==> config.mk <==
export PLATFORM = sky130hd
export DESIGN_NAME = uart_tx_fifo_serializer_top_flat
export DESIGN_NICKNAME = d
export VERILOG_FILES = /design/src/rtl/utfs_pkg.sv /design/src/rtl/utfs_in_if.sv /design/src/rtl/utfs_out_if.sv /design/src/rtl/utfs_fifo.sv /design/src/rtl/utfs_frame.sv /design/src/rtl/uart_tx_fifo_serializer_top.sv /design/src/flat_wrapper.sv
export SDC_FILE = /design/constraint.sdc
export NUM_CORES = 2
export LEC_CHECK = 0
export ABC_AREA = 1
export BUFFER_PORTS_ARGS = -buffer_cell sky130_fd_sc_hd__buf_2
export CAP_MARGIN = 20
export CORE_MARGIN = 2
export CORE_UTILIZATION = 25
export DETAILED_ROUTE_END_ITERATION = 8
export PLACE_DENSITY = 0.42
export SLEW_MARGIN = 30
export SYNTH_ARGS = -nofsm -noshare
export SYNTH_HDL_FRONTEND = slang
export SYNTH_SLANG_ARGS = --single-unit
==> constraint.sdc <==
create_clock -name clk -period 8 [get_ports clk]
set_input_delay 1.6 -clock clk [delete_from_list [all_inputs] [get_ports clk]]
set_output_delay 1.6 -clock clk [all_outputs]
set_load 0.05 [all_outputs]
==> src/rtl/utfs_pkg.sv <==
// Shared types and constants for the UART transmit FIFO serializer.
package utfs_pkg;

    // Item operation codes
    localparam logic OP_PUSH = 1'b0;
    localparam logic OP_TICK = 1'b1;

    // 8N1 frame: start bit, 8 data bits LSB first, stop bit
    localparam int FRAME_BITS = 10;
    localparam int FRAME_CNT_W = 4;
    localparam logic [FRAME_CNT_W-1:0] FRAME_FULL = FRAME_CNT_W'(FRAME_BITS);
    localparam logic [FRAME_CNT_W-1:0] FRAME_LAST_IDX = FRAME_CNT_W'(FRAME_BITS - 1);
    localparam logic [FRAME_CNT_W-1:0] FRAME_STOP = FRAME_CNT_W'(1);

    localparam logic START_LEVEL = 1'b0;
    localparam logic STOP_LEVEL = 1'b1;
    localparam logic IDLE_LEVEL = 1'b1;

    typedef struct packed {
        logic full;
        logic empty;
        logic empty_next;
    } fifo_stat_t;

    typedef struct packed {
        logic pop;
        logic idle_next;
    } frame_ctl_t;

endpackage

==> src/rtl/utfs_in_if.sv <==
// Input channel: push or bit-tick items.
interface utfs_in_if;
    logic       valid;
    logic       ready;
    logic       operation;
    logic [7:0] data_byte;

    modport source (output valid, output operation, output data_byte, input ready);
    modport sink (input valid, input operation, input data_byte, output ready);
endinterface

==> src/rtl/utfs_out_if.sv <==
// Output channel: one result per accepted item.
interface utfs_out_if;
    logic valid;
    logic ready;
    logic line_level;
    logic accepted;
    logic all_sent;

    modport source (output valid, output line_level, output accepted, output all_sent,
                    input ready);
    modport sink (input valid, input line_level, input accepted, input all_sent,
                  output ready);
endinterface

==> src/rtl/utfs_fifo.sv <==
// Ring FIFO: byte store in a synchronous memory plus read and write pointers.
module utfs_fifo #(
    parameter int FIFO_DEPTH = 256
) (
    input  logic                 clk,
    input  logic                 rst_n,
    input  logic                 push_en,
    input  logic [7:0]           push_data,
    input  logic                 pop_en,
    output logic [7:0]           rdata,
    output utfs_pkg::fifo_stat_t stat
);

    localparam int PTR_W = (FIFO_DEPTH > 1) ? $clog2(FIFO_DEPTH) : 1;
    localparam logic [PTR_W-1:0] PTR_MAX = PTR_W'(FIFO_DEPTH - 1);

    logic [7:0]       mem [FIFO_DEPTH];
    logic [7:0]       rdata_reg;
    logic [PTR_W-1:0] rd_ptr_reg;
    logic [PTR_W-1:0] rd_ptr_next;
    logic [PTR_W-1:0] wr_ptr_reg;
    logic [PTR_W-1:0] wr_ptr_next;
    logic [PTR_W-1:0] wr_ptr_inc;
    logic [PTR_W-1:0] rd_ptr_inc;

    assign wr_ptr_inc = (wr_ptr_reg == PTR_MAX) ? '0 : wr_ptr_reg + PTR_W'(1);
    assign rd_ptr_inc = (rd_ptr_reg == PTR_MAX) ? '0 : rd_ptr_reg + PTR_W'(1);

    assign wr_ptr_next = push_en ? wr_ptr_inc : wr_ptr_reg;
    assign rd_ptr_next = pop_en ? rd_ptr_inc : rd_ptr_reg;

    assign stat.full       = (wr_ptr_inc == rd_ptr_reg);
    assign stat.empty      = (wr_ptr_reg == rd_ptr_reg);
    assign stat.empty_next = (wr_ptr_next == rd_ptr_next);

    assign rdata = rdata_reg;

    // Push and pop never come in the same cycle; a popped entry was
    // written in an earlier cycle, so no forwarding is needed.
    always_ff @(posedge clk)
    begin
        if (push_en)
        begin
            mem[wr_ptr_reg] <= push_data;
        end
        if (pop_en)
        begin
            rdata_reg <= mem[rd_ptr_reg];
        end
    end

    always_ff @(posedge clk or negedge rst_n)
    begin
        if (!rst_n)
        begin
            rd_ptr_reg <= '0;
            wr_ptr_reg <= '0;
        end
        else
        begin
            rd_ptr_reg <= rd_ptr_next;
            wr_ptr_reg <= wr_ptr_next;
        end
    end

endmodule

==> src/rtl/utfs_frame.sv <==
// Frame serializer: bit counter over the popped byte and the line register.
module utfs_frame (
    input  logic                 clk,
    input  logic                 rst_n,
    input  logic                 tick_en,
    input  logic                 fifo_empty,
    input  logic [7:0]           rdata,
    output logic                 line_next,
    output utfs_pkg::frame_ctl_t ctl
);

    logic [utfs_pkg::FRAME_CNT_W-1:0] remain_reg;
    logic [utfs_pkg::FRAME_CNT_W-1:0] remain_next;
    logic [2:0]                       bit_idx;
    logic                             line_reg;
    logic                             shift_bit;
    logic                             shifting;

    // remain counts bits not yet driven; zero means frame register is empty.
    // Data bits are read from the memory output register, which holds still
    // for the whole frame since the next pop waits for the frame to end.
    assign shifting = tick_en && (remain_reg != '0);
    assign ctl.pop  = tick_en && (remain_reg == '0) && !fifo_empty;
    assign bit_idx  = 3'(utfs_pkg::FRAME_LAST_IDX - remain_reg);

    always_comb
    begin
        if (remain_reg == utfs_pkg::FRAME_FULL)
        begin
            shift_bit = utfs_pkg::START_LEVEL;
        end
        else if (remain_reg == utfs_pkg::FRAME_STOP)
        begin
            shift_bit = utfs_pkg::STOP_LEVEL;
        end
        else
        begin
            shift_bit = rdata[bit_idx];
        end
    end

    always_comb
    begin
        remain_next = remain_reg;
        if (shifting)
        begin
            remain_next = remain_reg - utfs_pkg::FRAME_CNT_W'(1);
        end
        else if (ctl.pop)
        begin
            remain_next = utfs_pkg::FRAME_FULL;
        end
    end

    assign line_next     = shifting ? shift_bit : line_reg;
    assign ctl.idle_next = (remain_next == '0);

    always_ff @(posedge clk or negedge rst_n)
    begin
        if (!rst_n)
        begin
            remain_reg <= '0;
            line_reg   <= utfs_pkg::IDLE_LEVEL;
        end
        else
        begin
            remain_reg <= remain_next;
            line_reg   <= line_next;
        end
    end

endmodule

==> src/rtl/uart_tx_fifo_serializer_top.sv <==
// Top level of the 8N1 UART transmitter with ring FIFO.
//
//   channel | dir | payload                          | role
//   --------+-----+----------------------------------+------------------------------
//   item    | in  | operation, data_byte             | push a byte or one bit tick
//   result  | out | line_level, accepted, all_sent   | one result per item
//
// One item per clock; an item updates whichever of pointers, frame counter and
// line register it affects as it is transferred; its result sits in the output
// register the cycle after. The byte store is a one-port-each synchronous RAM.
// Reset: pointers and frame counter cleared, line high; store left unwritten.
// A held result stalls the input only while result.ready is low.
module uart_tx_fifo_serializer_top #(
    parameter int FIFO_DEPTH = 256
) (
    input  logic       clk,
    input  logic       rst_n,
    utfs_in_if.sink    item,
    utfs_out_if.source result
);

    utfs_pkg::fifo_stat_t fifo_stat;
    utfs_pkg::frame_ctl_t frame_ctl;

    logic       item_xfer;
    logic       push_en;
    logic       tick_en;
    logic       line_next;
    logic [7:0] rdata;

    logic out_valid_reg;
    logic line_level_reg;
    logic accepted_reg;
    logic all_sent_reg;

    assign item.ready = !out_valid_reg || result.ready;
    assign item_xfer  = item.valid && item.ready;
    assign push_en    = item_xfer && (item.operation == utfs_pkg::OP_PUSH) && !fifo_stat.full;
    assign tick_en    = item_xfer && (item.operation == utfs_pkg::OP_TICK);

    utfs_fifo #(
        .FIFO_DEPTH (FIFO_DEPTH)
    ) u_fifo (
        .clk       (clk),
        .rst_n     (rst_n),
        .push_en   (push_en),
        .push_data (item.data_byte),
        .pop_en    (frame_ctl.pop),
        .rdata     (rdata),
        .stat      (fifo_stat)
    );

    utfs_frame u_frame (
        .clk        (clk),
        .rst_n      (rst_n),
        .tick_en    (tick_en),
        .fifo_empty (fifo_stat.empty),
        .rdata      (rdata),
        .line_next  (line_next),
        .ctl        (frame_ctl)
    );

    always_ff @(posedge clk or negedge rst_n)
    begin
        if (!rst_n)
        begin
            out_valid_reg <= 1'b0;
        end
        else if (item.ready)
        begin
            out_valid_reg <= item.valid;
        end
    end

    always_ff @(posedge clk)
    begin
        if (item_xfer)
        begin
            line_level_reg <= line_next;
            accepted_reg   <= push_en;
            all_sent_reg   <= fifo_stat.empty_next && frame_ctl.idle_next;
        end
    end

    assign result.valid      = out_valid_reg;
    assign result.line_level = line_level_reg;
    assign result.accepted   = accepted_reg;
    assign result.all_sent   = all_sent_reg;

endmodule
==> src/flat_wrapper.sv <==
// flat-port wrapper written by rule: the top's interface ports become plain ports
module uart_tx_fifo_serializer_top_flat 
#(
    parameter int FIFO_DEPTH = 256
)
  (clk, rst_n, item_valid, item_operation, item_data_byte, item_ready, result_valid, result_line_level, result_accepted, result_all_sent, result_ready);
  utfs_in_if item_i ();
  utfs_out_if result_i ();
  input  logic clk;
  input  logic rst_n;
  input wire logic [$bits(item_i.valid)-1:0] item_valid;
  input wire logic [$bits(item_i.operation)-1:0] item_operation;
  input wire logic [$bits(item_i.data_byte)-1:0] item_data_byte;
  output wire logic [$bits(item_i.ready)-1:0] item_ready;
  output wire logic [$bits(result_i.valid)-1:0] result_valid;
  output wire logic [$bits(result_i.line_level)-1:0] result_line_level;
  output wire logic [$bits(result_i.accepted)-1:0] result_accepted;
  output wire logic [$bits(result_i.all_sent)-1:0] result_all_sent;
  input wire logic [$bits(result_i.ready)-1:0] result_ready;
  assign item_i.valid = item_valid;
  assign item_i.operation = item_operation;
  assign item_i.data_byte = item_data_byte;
  assign item_ready = item_i.ready;
  assign result_valid = result_i.valid;
  assign result_line_level = result_i.line_level;
  assign result_accepted = result_i.accepted;
  assign result_all_sent = result_i.all_sent;
  assign result_i.ready = result_ready;
  uart_tx_fifo_serializer_top #(.FIFO_DEPTH(FIFO_DEPTH)) u_core (.clk(clk), .rst_n(rst_n), .item(item_i), .result(result_i));
endmodule
Word level (Yosys, flattened, before mapping)
Memory sizes are Yosys's and may differ from the RTL's. A register that Yosys moved wholly into a read port is not among the register bits. Cells that the tools add are included.

Register bits after elaboration: 25. Bits in writable memories: 2048. Output and inout bits: 5. Word-level logic and storage cells: 50. Memories: 1.

Memory list: u_core.u_fifo.mem (words 256, bits a word 8, read ports 1, clocked after memory_dff 1, write ports 1, RTL line utfs_fifo.sv:17) `logic [7:0] mem [FIFO_DEPTH];`.

Add/sub/neg operators: 4. $lt $le $gt $ge: 1. Equality and inequality tests: 7. Mux-type cells: 13. Bitwise operators: 1. Reductions and logical operators: 15.

Operator list (count): two-way mux 8 bit (4); == test 8 bit (3); adder 8 x 1 -> 8 bit, second input constant (2); == test 8 bit, second input constant (2); logical AND 1 bit (8); zero test 4 bit (2); two-way mux 4 bit (2); two-way mux 1 bit (6); == test 4 x 1 -> 1 bit, second input constant (1); == test 4 bit, second input constant (1); less-than comparator 3 x 4 -> 1 bit, second input constant (1); nonzero test 4 bit (1); subtractor 4 x 1 -> 4 bit, second input constant (1); binary-select mux 1 bit (select 3 bit) (1); zero test 1 bit (3); subtractor 1 x 3 -> 3 bit, first input constant (1); logical OR 1 bit (1); inverter 1 bit (1).

Longest topological paths before layout
Depth in word-level cells: 10. Gate-level depth with buffers: 20. Gate-level depth less buffers: 19.

Cells and area by module
From an unflattened synthesis, not the netlist that was laid out.

Cells, all modules: 7879. Area, all modules: 87036.0 um^2.

Modules (own cells, without submodules): utfs_fifo (instances 1, cells an instance 7794, area an instance 86402.9 um^2, seq. area each 62139.6 um^2); utfs_frame (instances 1, cells an instance 70, area an instance 471.7 um^2, seq. area each 126.4 um^2); uart_tx_fifo_serializer_top (instances 1, cells an instance 15, area an instance 161.4 um^2, seq. area each 115.1 um^2).

Worst setup path before layout
OpenSTA, ideal clock, no wires.

Path kind: input to register. Start: in result_ready. End: mem u_core.u_fifo.mem[107][0] (enable). Arrival: 3.414 ns. Slack: 4.216 ns. Cell stages on the path: 10. Cell sequence: inv_1 nand2_1 nand2_1 nor2_1 nand2_2 inv_4 buf_8 nand4_4 buf_2 nor2_1.

Cells in the longest elaborated chain, start to end: 6.

RTL lines: start, declared (RTL line flat_wrapper.sv:19) `input wire logic [$bits(result_i.ready)-1:0] result_ready;`; logical OR 1 bit (RTL line uart_tx_fifo_serializer_top.sv:36) `assign item.ready = !out_valid_reg || result.ready;`; via item_ready (RTL line flat_wrapper.sv:14) `output wire logic [$bits(item_i.ready)-1:0] item_ready;`; logical AND 1 bit (RTL line uart_tx_fifo_serializer_top.sv:37) `assign item_xfer = item.valid && item.ready;`; logical AND 1 bit (2 in a row) (RTL line uart_tx_fifo_serializer_top.sv:38) `assign push_en = item_xfer && (item.operation == utfs_pkg::OP_PUSH) && !fifo_stat.full;`; via u_core.push_en (RTL line uart_tx_fifo_serializer_top.sv:26) `logic push_en;`; two-way mux 1 bit (RTL line utfs_fifo.sv:42) `if (push_en)`; two-way mux 1 bit (not written as such) (RTL line utfs_fifo.sv:44) `mem[wr_ptr_reg] <= push_data;`; end, declared (RTL line utfs_fifo.sv:17).

The timed path passes the listed nets, and every way through them passes these cells.

Final worst setup path
Start: in result_ready. End: mem u_core.u_fifo.mem[37][0] (enable).

Cells in the longest elaborated chain, start to end: 6.

RTL lines (RTL line): logical OR 1 bit (uart_tx_fifo_serializer_top.sv:36); logical AND 1 bit (uart_tx_fifo_serializer_top.sv:37); logical AND 1 bit (2 in a row) (uart_tx_fifo_serializer_top.sv:38); two-way mux 1 bit (utfs_fifo.sv:42); two-way mux 1 bit (not written as such) (utfs_fifo.sv:44).

No other way between the ends.

==> results.cfg <==
[critical_path]
critPathKind = in -> reg
worstPathRequired_ps = 8480
cp-end-kind = flop
cp_max_fo = 18
rrSetupSlack_ps = 3000
ff2ff_path_depth = 14
crit_end = u_core.u_fifo.mem[37][0]
crit_path_start = result_ready
r2r-end = u_core.u_fifo.mem[37][0]
critPathArrivalTime_ps = 5550
timing.rr.start = u_core.u_fifo.rd_ptr_reg[0]
worst_setup_path_start_kind = primary input

[synth]
synth_fp_nets = 6376
synth-seq-cells = 2081
synth_top_area_cell = edfxtp_1
synthArstFlopShare = 0.01057
netlist.area_leader.share = 0.7475
synth_ff_type = edfxtp_1
netlist_instances = 6352
netlist_area_um2 = 82710
synth_edf_count = 2059
syn_avg_cell_area_um2 = 13.02
yosys_warnings = 0
synthTopCellsByArea = edfxtp_1 (75%), o21ai_0 (6.3%), nor2_1 (6.0%), o22ai_1 (2.3%), o221ai_1 (2.1%)
synth.distinct_cells = 35
ys_seq_area_frac = 0.7542

[timing]
tns_ps = 0
setup_viol = 0
final.setup.worst_slack_ps = 2928
min_period_over_period = 0.6340
fmax_ghz = 0.1971
slew_headroom = 0.1878
drv_slew = 0
fin_crit_ps = 5072
rsz0062_at_grt = false
fin_worst_skew_ps = 24.43
timing.hold.ws_ps = 518.2
finalHoldViolCount = 0
worst_slew_pin_slew_ps = 1218

[placement]
dp_slack_ps = 2118
placedCellCount = 10351
gp_congestion = 0.8619
dp_hpwl_mm = 156.4
io_buffer_count = 17
dpl-instance-area_um2 = 87470

[clock_network]
cts_resized = 0
cts.sinks = 2081
hold_buffers = 0
post-cts-setup-buffer-count = 0
cts_tree = built
clockBufferDepth = 3
clk_pin_slew_worst_paths_ps = 60
h-tree-depth = 4
insertion_delay_ps = 880
numCtsBuffers = 222
clock-root-buffer = clkbuf_16

[layout]
fin_nets = 6233
layout_commonest_cell = edfxtp_1
final_cell_mix = edfxtp_1 (2059), nor2_1 (1324), o21ai_0 (1035)
antenna_cells = 0
syn_to_final_growth_pct = 14.46
final_cells = 10755
fin_area_um2 = 94670
largest_register = u_core.u_fifo.mem
fin_util = 0.2871
largest_register_ffs = 2048
drive_gt1_frac = 0.07388

[route]
drt_iter0_markers = 5978
wl_mm = 273.9
vias = 53469
drt_pass1_iterations = 6
drc_errors = 0
ant_nets = 0
wl_per_cell_um = 25.47
vias_per_cell = 4.972

[power]
peakVddDrop_uv = 294.3
total_power_mw = 31.95
power_leakage_nw = 28.68
power_density_nw_per_um2 = 337.5

[floorplan]
die_area_um2 = 335500
die_height_um = 579.2
core-area_um2 = 329700
start_util = 0.2508
ioPinCount = 18
die_x_um = 579.2
num_rows = 211

[hold_path]
min_path_type = reg -> reg

[flow_run]
maxCapViolCount = 0

[grt]
grt-ovfl-total = 0
grt_pass1_wl_mm = 388.1
track_usage = 0.1589
use_met3 = 0.02698
antenna_found_initial = 13
grtUsageMet2 = 0.2532
grt_max_degree = 213
grt_busiest_layer = met2
met1_usage = 0.2205
grt_pass1_vias = 53240

[outcome]
status = finished, final reports clean
## cell usage after synthesis (9+ instances only)
cell type / count
buf_2: 48
nor2_1: 1327
nand3_1: 313
o21ai_0: 1035
o211ai_1: 61
dfrtp_1: 21
a21oi_1: 83
clkbuf_1: 409
xor2_1: 9
o221ai_1: 198
inv_1: 37
ha_1: 11
edfxtp_1: 2059
nand2_1: 344
nand4_1: 29
buf_1: 16
o22ai_1: 304
## worst min path at each step
stage,start,endpoint,slack [ps],cells past startpoint
6_report,u_core.result.valid,u_core.result.valid,520,2
4_1_cts,u_core.result.valid,u_core.result.valid,530,2
3_5_place_dp,u_core.result.valid,u_core.result.valid,510,2
2_1_floorplan,u_core.u_frame.remain_reg[1],u_core.u_frame.remain_reg[1],550,2
3_3_place_gp,u_core.result.valid,u_core.result.valid,570,2
5_1_grt,u_core.result.valid,u_core.result.valid,550,2
## final cells by class
| type | instances | area (um^2) |
|---|---|---|
| Clock buffer | 256 | 5747 |
| Tap cell | 4366 | 5463 |
| Inverter | 48 | 211.5 |
| Sequential cell | 2081 | 62400 |
| Timing Repair Buffer | 109 | 1084 |
| Clock inverter | 148 | 1451 |
| Fill cell | 33269 | 235100 |
| Multi-Input combinational cell | 3747 | 18320 |
## layer usage
| layer | vias to the layer above | routed length (um) |
|---|---|---|
| li1 | 23500 | - |
| met1 | 27547 | 122800 |
| met2 | 2011 | 125900 |
| met3 | 403 | 17370 |
| met4 | 8 | 7878 |
| met5 | - | 42 |
## logic make-up after synthesis
kind of cell    synth area share
fa+ha+maj               0.001664
buf+inv                  0.02476
flops                     0.7542
xor+xnor                0.001483
simple gates              0.1004
compound gates            0.1175
## power by group
group	internal (mW)	leakage, nW	switching, mW
combinational	2.34	6.40	7.06
clock	5.93	3.52	4.38
sequential	12.1	18.8	0.171
## critical path, cell delays in order
cell and delay [ps]:
buf_2 80, inv_1 40, nand2_1 80, nand2_1 260, nor2_1 780, nand2_2 400
inv_4 380, nand4_4 810, buf_4 560, nor2_1 530
Power figures use the tool's default switching activity.
